==> config.mk <==
export PLATFORM = sky130hd
export DESIGN_NAME = bcd_signed_range_difference_core
export DESIGN_NICKNAME = d
export VERILOG_FILES = /design/src/rtl/bsrd_pkg.sv /design/src/rtl/bcd_signed_range_difference_core.sv /design/src/rtl/bsrd_ram.sv /design/src/rtl/bsrd_ctrl.sv /design/src/rtl/bsrd_dp.sv
export SDC_FILE = /design/constraint.sdc
export NUM_CORES = 2
export LEC_CHECK = 0
export ABC_CLOCK_PERIOD_IN_PS = 8400
export BUFFER_PORTS_ARGS = -buffer_cell sky130_fd_sc_hd__buf_2
export CORE_MARGIN = 3
export CORE_UTILIZATION = 57
export DETAILED_ROUTE_END_ITERATION = 10
export PLACE_DENSITY = 0.76
export REMOVE_ABC_BUFFERS = 1
export SYNTH_ARGS = -nofsm -noshare
export SYNTH_HDL_FRONTEND = slang
export SYNTH_SLANG_ARGS = --single-unit
export TNS_END_PERCENT = 50
==> constraint.sdc <==
create_clock -name aclk -period 8.4 [get_ports aclk]
set_input_delay 1.68 -clock aclk [delete_from_list [all_inputs] [get_ports aclk]]
set_output_delay 1.68 -clock aclk [all_outputs]
set_load 0.05 [all_outputs]
==> src/rtl/bsrd_pkg.sv <==
`default_nettype none
package bsrd_pkg;

    localparam int DIGITS_DEF       = 128;
    localparam int CHUNK_DIGITS_DEF = 16;
    localparam int CHUNK_BITS       = 64;

    typedef enum logic [1:0] {
        ACT_DIGIT  = 2'd0,
        ACT_MINUS  = 2'd1,
        ACT_END    = 2'd2,
        ACT_FINISH = 2'd3
    } action_t;

    typedef struct packed {
        logic [1:0] action;
        logic [3:0] digit;
    } in_word_t;

    typedef struct packed {
        logic [CHUNK_BITS-1:0] digit_chunk;
        logic [2:0]            chunk_index;
        logic [7:0]            significant_digits;
        logic                  overflow;
        logic                  no_numbers;
        logic                  last;
    } out_word_t;

    // which sweep the read issued this cycle belongs to
    typedef enum logic [2:0] {
        PH_NONE,
        PH_CMP,
        PH_COPY,
        PH_SUB,
        PH_GATHER
    } phase_t;

    typedef struct packed {
        phase_t phase;
        logic   first;        // first digit of a chunk
        logic   do_digit;
        logic   do_minus;
        logic   clr;          // clear compare flags and carry, restart significant-digit count
        logic   decide;
        logic   clear_cur;
        logic   set_have;
        logic   load_out;
        logic   last_chunk;
        logic   finish_done;
    } cmd_t;

    typedef struct packed {
        logic len_zero;
        logic upd_any;
        logic out_free;
    } status_t;

endpackage
`default_nettype wire

==> src/rtl/bcd_signed_range_difference_core.sv <==
`default_nettype none
// channel  dir  ports                           word
// input    in   s_valid s_ready s_in           action, digit
// result   out  m_valid m_ready m_out          digit_chunk, chunk_index,
//                                               significant_digits, overflow,
//                                               no_numbers, last
// digit and minus words are taken while idle, with no sweep
// end of number: serial compare sweep, then copy sweep,
//   no copy sweep when neither bound changes, no sweep if empty
// finish: serial subtract sweep, then a gather sweep and a push per chunk, each push
//   waiting while m_ready stays low; the last chunk may wait while new input is taken
// reset is synchronous on aresetn; digit stores need no clearing pass
module bcd_signed_range_difference_core
    import bsrd_pkg::*;
#(
    parameter int DIGITS       = bsrd_pkg::DIGITS_DEF,
    parameter int CHUNK_DIGITS = bsrd_pkg::CHUNK_DIGITS_DEF
) (
    input  wire logic                aclk,
    input  wire logic                aresetn,
    input  wire logic                s_valid,
    output logic                     s_ready,
    input  wire bsrd_pkg::in_word_t  s_in,
    output logic                     m_valid,
    input  wire logic                m_ready,
    output bsrd_pkg::out_word_t      m_out
);

    localparam int NC = (DIGITS + CHUNK_DIGITS - 1) / CHUNK_DIGITS;
    localparam int PW = $clog2(NC * CHUNK_DIGITS);
    localparam int KW = (NC > 1) ? $clog2(NC) : 1;

    cmd_t          cmd;
    status_t       st;
    logic [PW-1:0] pos;
    logic [KW-1:0] chunk;

    bsrd_ctrl #(.DIGITS(DIGITS), .CHUNK_DIGITS(CHUNK_DIGITS)) u_ctrl (
        .aclk(aclk), .aresetn(aresetn), .s_valid(s_valid), .s_ready(s_ready),
        .action(s_in.action), .st(st), .cmd(cmd), .pos(pos), .chunk(chunk)
    );

    bsrd_dp #(.DIGITS(DIGITS), .CHUNK_DIGITS(CHUNK_DIGITS)) u_dp (
        .aclk(aclk), .aresetn(aresetn), .cmd(cmd), .pos(pos), .chunk(chunk),
        .digit_in(s_in.digit), .st(st), .m_valid(m_valid), .m_ready(m_ready),
        .m_out(m_out)
    );

endmodule
`default_nettype wire

==> src/rtl/bsrd_ram.sv <==
`default_nettype none
module bsrd_ram #(
    parameter int WIDTH = 4,
    parameter int DEPTH = 128,
    localparam int AW = (DEPTH > 1) ? $clog2(DEPTH) : 1
) (
    input  wire logic             aclk,
    input  wire logic             wr_en,
    input  wire logic [AW-1:0]    wr_addr,
    input  wire logic [WIDTH-1:0] wr_data,
    input  wire logic [AW-1:0]    rd_addr,
    output logic      [WIDTH-1:0] rd_data
);

    logic [WIDTH-1:0] mem [DEPTH];

    always_ff @(posedge aclk) begin
        if (wr_en) begin
            mem[wr_addr] <= wr_data;
        end
        rd_data <= mem[rd_addr];
    end

endmodule
`default_nettype wire

==> src/rtl/bsrd_ctrl.sv <==
`default_nettype none
module bsrd_ctrl #(
    parameter int DIGITS = 128,
    parameter int CHUNK_DIGITS = 16,
    localparam int NC = (DIGITS + CHUNK_DIGITS - 1) / CHUNK_DIGITS,
    localparam int PW = $clog2(NC * CHUNK_DIGITS),
    localparam int KW = (NC > 1) ? $clog2(NC) : 1,
    localparam int CW = (CHUNK_DIGITS > 1) ? $clog2(CHUNK_DIGITS) : 1
) (
    input  wire logic              aclk,
    input  wire logic              aresetn,
    input  wire logic              s_valid,
    output logic                   s_ready,
    input  wire logic [1:0]        action,
    input  wire bsrd_pkg::status_t st,
    output bsrd_pkg::cmd_t         cmd,
    output logic      [PW-1:0]     pos,
    output logic      [KW-1:0]     chunk
);
    import bsrd_pkg::*;

    typedef enum logic [3:0] {
        S_IDLE, S_CMP, S_CDRAIN, S_DECIDE, S_COPY, S_KDRAIN,
        S_SUB, S_SDRAIN, S_GATH, S_GDRAIN, S_PUSH
    } state_t;

    state_t        state_reg;
    logic [PW-1:0] pos_reg;
    logic [CW-1:0] dcnt_reg;
    logic [KW-1:0] chunk_reg;

    logic last_k;
    assign last_k = (chunk_reg == KW'(NC - 1));

    assign s_ready = (state_reg == S_IDLE);
    assign pos     = pos_reg;
    assign chunk   = chunk_reg;

    always_comb begin
        cmd = '0;
        cmd.phase = PH_NONE;
        case (state_reg)
            S_IDLE: begin
                if (s_valid) begin
                    case (action)
                        ACT_DIGIT: cmd.do_digit = 1'b1;
                        ACT_MINUS: cmd.do_minus = 1'b1;
                        ACT_END: begin
                            if (st.len_zero) cmd.clear_cur = 1'b1;
                            else cmd.clr = 1'b1;
                        end
                        default: cmd.clr = 1'b1;
                    endcase
                end
            end
            S_CMP:    cmd.phase = PH_CMP;
            S_DECIDE: begin
                cmd.decide = 1'b1;
                if (!st.upd_any) cmd.clear_cur = 1'b1;
            end
            S_COPY:   cmd.phase = PH_COPY;
            S_KDRAIN: begin
                cmd.clear_cur = 1'b1;
                cmd.set_have  = 1'b1;
            end
            S_SUB:    cmd.phase = PH_SUB;
            S_GATH: begin
                cmd.phase = PH_GATHER;
                cmd.first = (dcnt_reg == '0);
            end
            S_PUSH: begin
                if (st.out_free) begin
                    cmd.load_out    = 1'b1;
                    cmd.last_chunk  = last_k;
                    cmd.finish_done = last_k;
                end
            end
            default: cmd.phase = PH_NONE;
        endcase
    end

    always_ff @(posedge aclk) begin
        if (!aresetn) begin
            state_reg <= S_IDLE;
            pos_reg   <= '0;
            dcnt_reg  <= '0;
            chunk_reg <= '0;
        end else begin
            case (state_reg)
                S_IDLE: begin
                    if (s_valid) begin
                        case (action)
                            ACT_END: begin
                                if (!st.len_zero) begin
                                    pos_reg   <= PW'(DIGITS - 1);
                                    state_reg <= S_CMP;
                                end
                            end
                            ACT_FINISH: begin
                                pos_reg   <= '0;
                                state_reg <= S_SUB;
                            end
                            default: state_reg <= S_IDLE;
                        endcase
                    end
                end
                S_CMP: begin
                    pos_reg <= pos_reg - 1'b1;
                    if (pos_reg == '0) state_reg <= S_CDRAIN;
                end
                S_CDRAIN: state_reg <= S_DECIDE;
                S_DECIDE: begin
                    pos_reg   <= PW'(DIGITS - 1);
                    state_reg <= st.upd_any ? S_COPY : S_IDLE;
                end
                S_COPY: begin
                    pos_reg <= pos_reg - 1'b1;
                    if (pos_reg == '0) state_reg <= S_KDRAIN;
                end
                S_KDRAIN: state_reg <= S_IDLE;
                S_SUB: begin
                    pos_reg <= pos_reg + 1'b1;
                    if (pos_reg == PW'(DIGITS - 1)) state_reg <= S_SDRAIN;
                end
                S_SDRAIN: begin
                    pos_reg   <= PW'(NC * CHUNK_DIGITS - 1);
                    dcnt_reg  <= '0;
                    chunk_reg <= '0;
                    state_reg <= S_GATH;
                end
                S_GATH: begin
                    pos_reg <= pos_reg - 1'b1;
                    if (dcnt_reg == CW'(CHUNK_DIGITS - 1)) begin
                        dcnt_reg  <= '0;
                        state_reg <= S_GDRAIN;
                    end else begin
                        dcnt_reg <= dcnt_reg + 1'b1;
                    end
                end
                S_GDRAIN: state_reg <= S_PUSH;
                S_PUSH: begin
                    if (st.out_free) begin
                        if (last_k) begin
                            state_reg <= S_IDLE;
                        end else begin
                            chunk_reg <= chunk_reg + 1'b1;
                            state_reg <= S_GATH;
                        end
                    end
                end
                default: state_reg <= S_IDLE;
            endcase
        end
    end

endmodule
`default_nettype wire

==> src/rtl/bsrd_dp.sv <==
`default_nettype none
module bsrd_dp #(
    parameter int DIGITS = 128,
    parameter int CHUNK_DIGITS = 16,
    localparam int NC = (DIGITS + CHUNK_DIGITS - 1) / CHUNK_DIGITS,
    localparam int PW = $clog2(NC * CHUNK_DIGITS),
    localparam int KW = (NC > 1) ? $clog2(NC) : 1
) (
    input  wire logic                aclk,
    input  wire logic                aresetn,
    input  wire bsrd_pkg::cmd_t      cmd,
    input  wire logic [PW-1:0]       pos,
    input  wire logic [KW-1:0]       chunk,
    input  wire logic [3:0]          digit_in,
    output bsrd_pkg::status_t        st,
    output logic                     m_valid,
    input  wire logic                m_ready,
    output bsrd_pkg::out_word_t      m_out
);
    import bsrd_pkg::*;

    localparam int AW = $clog2(DIGITS);
    localparam int LW = $clog2(DIGITS + 1);

    typedef enum logic [1:0] {MAG_EQ, MAG_GT, MAG_LT} mag_t;

    logic [LW-1:0] len_reg;
    logic          neg_reg, have_reg, ovf_reg;
    logic          max_neg_reg, min_neg_reg;
    mag_t          cmx_reg, cmn_reg;
    logic          nz_reg, upd_max_reg, upd_min_reg, cy_reg;
    logic [LW-1:0] sig_reg;
    phase_t        s1_ph_reg;
    logic [AW-1:0] s1_pos_reg;
    logic          s1_curv_reg, s1_first_reg, s1_inr_reg;
    logic [CHUNK_BITS-1:0] acc_reg;
    logic          m_valid_reg;
    out_word_t     out_reg;

    logic [3:0] cur_rdata, max_rdata, min_rdata;
    logic [3:0] cur_d, dig_clamped, a, b, dsub, dadd, dres;
    logic [4:0] t5, s5;
    logic       borrow, carry, add_mode, cy_new;
    logic       cur_we, max_we, min_we;
    logic [3:0] max_wd;
    logic [AW-1:0] cur_waddr, cur_raddr;
    logic       curv, inr;
    logic       neg_c, gtmax, ltmin, upd_max_c, upd_min_c;

    assign dig_clamped = (digit_in > 4'd9) ? 4'd9 : digit_in;

    // current number is stored in arrival order, so position p sits at len-1-p
    assign cur_raddr = AW'(len_reg - LW'(1) - LW'(pos[AW-1:0]));
    assign curv      = (LW'(pos[AW-1:0]) < len_reg);
    assign inr       = ({1'b0, pos} < (PW+1)'(DIGITS));
    assign cur_we    = cmd.do_digit && (len_reg != LW'(DIGITS));
    assign cur_waddr = AW'(len_reg);
    assign cur_d     = s1_curv_reg ? cur_rdata : 4'd0;

    assign add_mode = (max_neg_reg != min_neg_reg);
    assign a  = min_neg_reg ? (max_neg_reg ? min_rdata : max_rdata) : max_rdata;
    assign b  = min_neg_reg ? (max_neg_reg ? max_rdata : min_rdata) : min_rdata;
    assign t5 = {1'b0, a} - {1'b0, b} - {4'b0, cy_reg};
    assign borrow = t5[4];
    assign dsub = borrow ? (t5[3:0] + 4'd10) : t5[3:0];
    assign s5 = {1'b0, max_rdata} + {1'b0, min_rdata} + {4'b0, cy_reg};
    assign carry = (s5 >= 5'd10);
    assign dadd = carry ? 4'(s5 - 5'd10) : s5[3:0];
    assign dres = have_reg ? (add_mode ? dadd : dsub) : 4'd0;
    assign cy_new = have_reg && (add_mode ? carry : borrow);

    assign max_we = (s1_ph_reg == PH_SUB) || ((s1_ph_reg == PH_COPY) && upd_max_reg);
    assign min_we = (s1_ph_reg == PH_COPY) && upd_min_reg;
    assign max_wd = (s1_ph_reg == PH_SUB) ? dres : cur_d;

    // minus zero counts as zero
    assign neg_c = neg_reg && nz_reg;
    assign gtmax = (neg_c != max_neg_reg) ? !neg_c
                 : (neg_c ? (cmx_reg == MAG_LT) : (cmx_reg == MAG_GT));
    assign ltmin = (neg_c != min_neg_reg) ? neg_c
                 : (neg_c ? (cmn_reg == MAG_GT) : (cmn_reg == MAG_LT));
    assign upd_max_c = !have_reg || gtmax;
    assign upd_min_c = !have_reg || ltmin;

    assign st.len_zero = (len_reg == '0);
    assign st.upd_any  = upd_max_c || upd_min_c;
    assign st.out_free = !m_valid_reg || m_ready;

    assign m_valid = m_valid_reg;
    assign m_out   = out_reg;

    bsrd_ram #(.WIDTH(4), .DEPTH(DIGITS)) u_cur (
        .aclk(aclk), .wr_en(cur_we), .wr_addr(cur_waddr), .wr_data(dig_clamped),
        .rd_addr(cur_raddr), .rd_data(cur_rdata)
    );
    bsrd_ram #(.WIDTH(4), .DEPTH(DIGITS)) u_max (
        .aclk(aclk), .wr_en(max_we), .wr_addr(s1_pos_reg), .wr_data(max_wd),
        .rd_addr(pos[AW-1:0]), .rd_data(max_rdata)
    );
    bsrd_ram #(.WIDTH(4), .DEPTH(DIGITS)) u_min (
        .aclk(aclk), .wr_en(min_we), .wr_addr(s1_pos_reg), .wr_data(cur_d),
        .rd_addr(pos[AW-1:0]), .rd_data(min_rdata)
    );

    // payload registers
    always_ff @(posedge aclk) begin
        s1_pos_reg   <= pos[AW-1:0];
        s1_curv_reg  <= curv;
        s1_first_reg <= cmd.first;
        s1_inr_reg   <= inr;
        if (cmd.clr) begin
            cmx_reg <= MAG_EQ;
            cmn_reg <= MAG_EQ;
            nz_reg  <= 1'b0;
            cy_reg  <= 1'b0;
            sig_reg <= LW'(1);
        end else begin
            if (s1_ph_reg == PH_CMP) begin
                if (cmx_reg == MAG_EQ && cur_d != max_rdata)
                    cmx_reg <= (cur_d > max_rdata) ? MAG_GT : MAG_LT;
                if (cmn_reg == MAG_EQ && cur_d != min_rdata)
                    cmn_reg <= (cur_d > min_rdata) ? MAG_GT : MAG_LT;
                if (cur_d != 4'd0) nz_reg <= 1'b1;
            end
            if (s1_ph_reg == PH_SUB) begin
                cy_reg <= cy_new;
                if (dres != 4'd0) sig_reg <= LW'(s1_pos_reg) + LW'(1);
            end
        end
        if (s1_ph_reg == PH_GATHER) begin
            if (s1_first_reg)
                acc_reg <= CHUNK_BITS'(s1_inr_reg ? max_rdata : 4'd0);
            else
                acc_reg <= {acc_reg[CHUNK_BITS-5:0], (s1_inr_reg ? max_rdata : 4'd0)};
        end
        if (cmd.decide) begin
            upd_max_reg <= upd_max_c;
            upd_min_reg <= upd_min_c;
            if (upd_max_c) max_neg_reg <= neg_c;
            if (upd_min_c) min_neg_reg <= neg_c;
        end
        if (cmd.load_out) begin
            out_reg.digit_chunk        <= acc_reg;
            out_reg.chunk_index        <= 3'(chunk);
            out_reg.significant_digits <= 8'(sig_reg);
            out_reg.overflow           <= ovf_reg || (have_reg && add_mode && cy_reg);
            out_reg.no_numbers         <= !have_reg;
            out_reg.last               <= cmd.last_chunk;
        end
    end

    // control state
    always_ff @(posedge aclk) begin
        if (!aresetn) begin
            len_reg     <= '0;
            neg_reg     <= 1'b0;
            have_reg    <= 1'b0;
            ovf_reg     <= 1'b0;
            s1_ph_reg   <= PH_NONE;
            m_valid_reg <= 1'b0;
        end else begin
            s1_ph_reg <= cmd.phase;
            if (cmd.do_digit) begin
                if (cur_we) len_reg <= len_reg + 1'b1;
                else ovf_reg <= 1'b1;
            end
            if (cmd.do_minus) neg_reg <= 1'b1;
            if (cmd.clear_cur || cmd.finish_done) begin
                len_reg <= '0;
                neg_reg <= 1'b0;
            end
            if (cmd.set_have) have_reg <= 1'b1;
            if (cmd.finish_done) begin
                have_reg <= 1'b0;
                ovf_reg  <= 1'b0;
            end
            if (cmd.load_out) m_valid_reg <= 1'b1;
            else if (m_ready) m_valid_reg <= 1'b0;
        end
    end

    a_len_cap: assert property (@(posedge aclk) disable iff (!aresetn)
        len_reg <= LW'(DIGITS))
        else $error("digit count beyond capacity");

    a_load_free: assert property (@(posedge aclk) disable iff (!aresetn)
        cmd.load_out |-> (!m_valid_reg || m_ready))
        else $error("output word overwritten before taken");

    a_have_fall: assert property (@(posedge aclk) disable iff (!aresetn)
        $fell(have_reg) |-> $past(cmd.finish_done))
        else $error("number record lost outside finish");

endmodule
`default_nettype wire

Word-level counts from Yosys, hierarchy flattened
Memories as Yosys holds them, arrays and structs flattened. A register that Yosys moved wholly into a read port is not among the register bits. Cells that the tools add are included.

Add/sub/neg operators: 14. Multipliers: 0. Divide/modulo/power cells: 0. Magnitude comparators: 5. Equality and inequality tests: 39. Shift operators: 0. Multiplexer cells: 62. Bitwise logic cells: 2. Reductions and logical operators: 49.

Operators with widths (count): 2-to-1 mux 4 bit (20); one-hot mux 4 bit (10 select lines) (1); one-hot mux 7 bit (4 select lines) (1); 2-to-1 mux 1 bit (22); 2-to-1 mux 3 bit (7); AND reduction 2 bit (9); == test 4 x 3 -> 1 bit (second input constant) (4); == test 4 bit (second input constant) (4); one-hot mux 4 bit (2 select lines) (2); 2-to-1 mux 7 bit (2); one-hot mux 7 bit (2 select lines) (1); subtractor 7 x 1 -> 7 bit (second input constant) (2); one-hot mux 3 bit (4 select lines) (1); nonzero test 4 bit (3); logical AND 1 bit (9); adder 7 x 1 -> 8 bit (second input constant) (1); adder 8 x 1 -> 8 bit (second input constant) (1); == test 2 bit (second input constant) (4); == test 4 x 2 -> 1 bit (second input constant) (2); greater-than comparator 4 bit (2); zero test 4 bit (2); zero test 8 bit (1); < comparator 7 x 8 -> 1 bit (1); inequality test 2 x 1 -> 1 bit (second input constant) (4); 39 further kinds (65).

Register bits: 202. Bits in latches: 0. Memory bits (writable): 1536. Memory bits (read-only): 0. Logic and storage cells: 204. Memories: 3.

Memory list: u_dp.u_cur.mem (depth 128, width 4, rd ports 1, clocked after Yosys merged registers in 1, write ports 1, line bsrd_ram.sv:15) `logic [WIDTH-1:0] mem [DEPTH];`; u_dp.u_max.mem (depth 128, width 4, rd ports 1, clocked after Yosys merged registers in 1, write ports 1, line bsrd_ram.sv:15); u_dp.u_min.mem (depth 128, width 4, rd ports 1, clocked after Yosys merged registers in 1, write ports 1, line bsrd_ram.sv:15).

Longest topological paths before layout
Depth after elaboration: 10. Gate-level depth with buffers: 15. Mapped depth without buffers: 13.

By module
Synthesis repeated with hierarchy kept, for this count alone.

Cell total of the unflattened synthesis: 3451. Area, all modules: 69706.9 µm².

Modules (own cells, without submodules): bsrd_ram (times used 3, cells an instance 908, area each 20193.1 µm², sequential area each 15454.8 µm²); bsrd_dp (times used 1, cells an instance 562, area each 7722.4 µm², sequential area each 5144.9 µm²); bsrd_ctrl (times used 1, cells an instance 165, area each 1405.1 µm², sequential area each 360.3 µm²).

Least setup slack after synthesis
No wires, ideal clock.

Path type: reg2reg. From: reg u_dp.min_neg_reg. To: mem u_dp.u_max.mem[0][1] (data pin). Setup time: 1197 ps. Arrival: 7888 ps. Path slack: -685 ps. Stages on the path, launching flop included: 11. Cell sequence: edfxtp_1 > buf_2 > nand2_2 > mux2_2 > fa_1 > fa_1 > o211a_1 > a211oi_1 > mux2i_1 > o311ai_1 > o21ai_0.

Word-level cells in the longest chain between the ends: 8.

RTL lines: from (decl) (line bsrd_dp.sv:29) `logic max_neg_reg, min_neg_reg;`; from (signal assigned) (line bsrd_dp.sv:140) `if (upd_min_c) min_neg_reg <= neg_c;`; 2-to-1 mux 4 bit, on equally long branches (line bsrd_dp.sv:61, bsrd_dp.sv:62); subtractor 4 x 4 -> 5 bit (line bsrd_dp.sv:63) `assign t5 = {1'b0, a} - {1'b0, b} - {4'b0, cy_reg};`; subtractor 5 x 1 -> 5 bit (line bsrd_dp.sv:63); adder 4 bit (line bsrd_dp.sv:65) `assign dsub = borrow ? (t5[3:0] + 4'd10) : t5[3:0];`; 2-to-1 mux 4 bit (line bsrd_dp.sv:65); 2-to-1 mux 4 bit (*) (2 in series) (line bsrd_dp.sv:69) `assign dres = have_reg ? (add_mode ? dadd : dsub) : 4'd0;`; 2-to-1 mux 4 bit (*) (line bsrd_dp.sv:74) `assign max_wd = (s1_ph_reg == PH_SUB) ? dres : cur_d;`; named net u_dp.max_wd[1] (line bsrd_dp.sv:45) `logic [3:0] max_wd;`; to (decl) (line bsrd_ram.sv:15).

The timed path passes the listed nets; every way through them passes the cells marked *.

Worst setup path in the final report
From: reg u_dp.min_neg_reg. To: mem u_dp.u_max.mem[1][1] (data pin).

Same word-level chain as after synthesis.

==> impl_metrics.json <==
{
  "drt-total-wl_um": 153000,
  "tightest_slew_ns": 1.318,
  "synth.distinct_cells": 78,
  "grt_pass1_vias": 35220,
  "synth.most_common_cell": "edfxtp_1",
  "worstPathArrival_ns": 5.71,
  "crit_required_ns": 8.85,
  "post-route-period-util_pct": 62.59,
  "syn_avg_cell_area_um2": 19.77,
  "combPwrFrac_pct": 25.2,
  "synthCells": 3527,
  "top_regs": "u_dp.u_cur.mem (512), u_dp.u_max.mem (512), u_dp.u_min.mem (512)",
  "yosys-top-cells-count": "edfxtp_1, mux4_2, nor2_1",
  "portBuffers": 89,
  "cts-root-buf": "clkbuf_16",
  "synthesis.area_mm2": 0.06973,
  "vias": 34740,
  "ys_async_sr_fraction_pct": 0,
  "drv_cap": 0,
  "dp_hpwl_um": 87660,
  "core_area_mm2": 0.1206,
  "crit_top_cell": "fa_1",
  "r2r_start": "u_dp.min_neg_reg",
  "start_util_pct": 57.82,
  "period_needed_ns": 5.258,
  "vias_per_cell": 6.426,
  "ys_warn_count": 0,
  "crit_family": "compound AO/OA/AOI/OAI gates",
  "hold_class": "flip-flop to flip-flop",
  "cts_setup_buffers": 0,
  "grt_max_degree": 171,
  "dieArea_mm2": 0.1266,
  "yosysTopAreaCellShare_pct": 72.43,
  "cts_max_level": 4,
  "r2r_end": "u_dp.u_max.mem[1][1]",
  "cts_inserted_buffers": 170,
  "worst_clock_skew_ns": 0.05564,
  "yosysSeqAreaShare_pct": 74.38,
  "worstPathBufferInverterCount": 1,
  "max_freq_ghz": 0.1902,
  "cpPeakStageDelay_ns": 0.81,
  "setup_viol": 0,
  "synth-seq-cells": 1750,
  "synthFlopType": "edfxtp_1",
  "antenna_found_initial": 1,
  "switching_power_mw": 6.980,
  "setup_tns_ns": 0,
  "rsz0062_at_grt": "false",
  "num_io_pins": 90,
  "reg2reg_slack_ns": 3.14,
  "worstRegToRegCells": 10,
  "syn_to_final_growth_pct": 11.13,
  "cts.repair.resized": 0,
  "pwr-share-seq_pct": 43.6,
  "utilization_pct": 64.25,
  "crit_start": "u_dp.min_neg_reg",
  "cp_slowest_cell": "buf_4",
  "drv_slew": 0,
  "p_clk_share_pct": 31.2,
  "powerDensity_mw_per_mm2": 316.0,
  "wire_per_inst_um": 28.30,
  "hold_viol": 0,
  "clock_latency_ns": 0.80,
  "place_area_mm2": 0.07186,
  "status": "finished clean",
  "startpoint_type": "flip-flop",
  "drive_above_1_share_pct": 23.42,
  "path_depth": 10,
  "fp.dieH_um": 355.8,
  "end_kind": "flip-flop",
  "path_clk_slew_ns": 0.07,
  "die_w_um": 355.8,
  "crit_fanout": 92,
  "crit_end": "u_dp.u_max.mem[1][1]",
  "p_leak_nw": 24.52,
  "postRouteAntennaNets": 0,
  "synth_edf_count": 1682,
  "grt_overflow_total": 0,
  "sw_frac_of_total_pct": 28.51,
  "ctsHoldBuffers": 0,
  "first_iter_violations": 4522,
  "cts_tree": "done",
  "clockBufferDepth": 3,
  "power.internal_mw": 17.51,
  "slew-limit-headroom_pct": 11.94,
  "stdcell_area_mm2": 0.07749,
  "fillCellCount": 7697,
  "track_usage_pct": 24.75,
  "drcViolationCount": 0,
  "ir_drop_mv": 0.2635,
  "nets": 3710,
  "yosys-top-cells-area": "edfxtp_1, mux4_2, nor2_1, dfxtp_1, nor2b_1",
  "synth_top_area_cell": "edfxtp_1",
  "grt_pass1_wl_um": 232200,
  "gp_congestion": 0.8322,
  "firstDrtPassIters": 5,
  "clock_sinks": 1750,
  "rows": 127,
  "cp_cell_sequence": "nand2_2 -> mux2_2 -> fa_1 -> fa_1 -> o211a_1 -> a211oi_1 -> mux2i_1 -> o311ai_1 -> o21ai_4 -> buf_4",
  "crit_type": "flip-flop to flip-flop"
}
[through the flow]
step                      cells  power, mW  setup slack, ns  hold slack (ns)
after global placement     5092      16.85            3.295           0.4046
after floorplan            3341      15.24           -9.002           0.4003
final                      5405      24.49            3.142           0.4264
after detailed placement   5092      16.99            3.260           0.4072
after global routing       5404      25.41            2.863           0.4515
after CTS                  5404      24.62            3.199           0.4270
[layer usage]
layer | wire length [µm] | global-route usage (%) | vias to the layer above | part of all wire [%]
met1 | 60330 | 35.86 | 18020 | 39
li1 | - | - | 14480 | -
met4 | 4149 | 7.183 | 2 | 2.7
met2 | 73570 | 38.65 | 1960 | 48
met3 | 14920 | 5.415 | 266 | 9.7
met5 | 13 | 0 | - | 0.0085
[worst min path at each step]
stage | from | endpoint | slack, ns | depth (start not counted)
3_5_place_dp | u_dp.acc_reg[63] | u_dp.m_out[77] | 0.41 | 0
5_1_grt | u_dp.acc_reg[62] | u_dp.m_out[76] | 0.45 | 0
4_1_cts | u_dp.acc_reg[60] | u_dp.m_out[74] | 0.43 | 0
3_3_place_gp | u_dp.acc_reg[62] | u_dp.m_out[76] | 0.40 | 0
2_1_floorplan | u_dp.acc_reg[60] | u_dp.m_out[74] | 0.40 | 0
6_report | u_dp.acc_reg[61] | u_dp.m_out[75] | 0.43 | 0
[cell type report]
class,count,area (µm²),share of cell area [%]
sequential,1750,51880,66.95
multi-input combinational,1541,16910,21.82
clock buffer,218,4527,5.842
tap,1612,2017,2.603
clock inverter,94,1104,1.424
timing repair buffer,139,860.8,1.111
inverter,50,191.4,0.2470
antenna,1,2.502,0.003229
[cells by family after synthesis]
family,count (synthesis),synth area share [%]
AND/OR/NAND/NOR,767,4.931
adder cells (fa/ha/maj),48,0.9259
buffers and inverters,236,1.534
AO/OA/AOI/OAI,174,1.780
multiplexers,527,16.11
XOR/XNOR,25,0.3337
flip-flops,1750,74.38
[power groups by stage]
| stage | combinational (mW) | clock, mW | sequential, mW |
|---|---|---|---|
| after detailed placement | 6.14 | 0 | 10.9 |
| after CTS | 6.22 | 7.73 | 10.7 |
| final | 6.18 | 7.64 | 10.7 |
| after floorplan | 4.20 | 0 | 11.0 |
| after global placement | 6.01 | 0 | 10.8 |
| after global routing | 6.65 | 8.07 | 10.7 |
[cells in the final DEF, fill, tap and decap left out, types with 6 or more instances in the layout]
cell type	instances
a221oi_1	9
o21a_1	8
xnor2_1	12
a31oi_1	8
and3_1	11
nand2b_1	12
nor2b_1	87
o21ai_0	32
edfxtp_1	1682
a211oi_1	9
and2_1	16
nand4_1	8
a21oi_1	31
mux4_2	476
a22o_1	10
a22oi_1	6
ha_1	41
clkbuf_16	172
xor2_1	10
clkinv_2	22
nand2_1	88
clkbuf_1	41
nor3_1	11
nand3_1	38
buf_2	88
buf_4	48
a32oi_1	6
inv_1	44
bufinv_16	18
nor2_1	455
a21o_1	7
clkinv_1	38
dfxtp_1	64
mux2i_1	48
No activity file was read; power rests on OpenSTA's default activity.
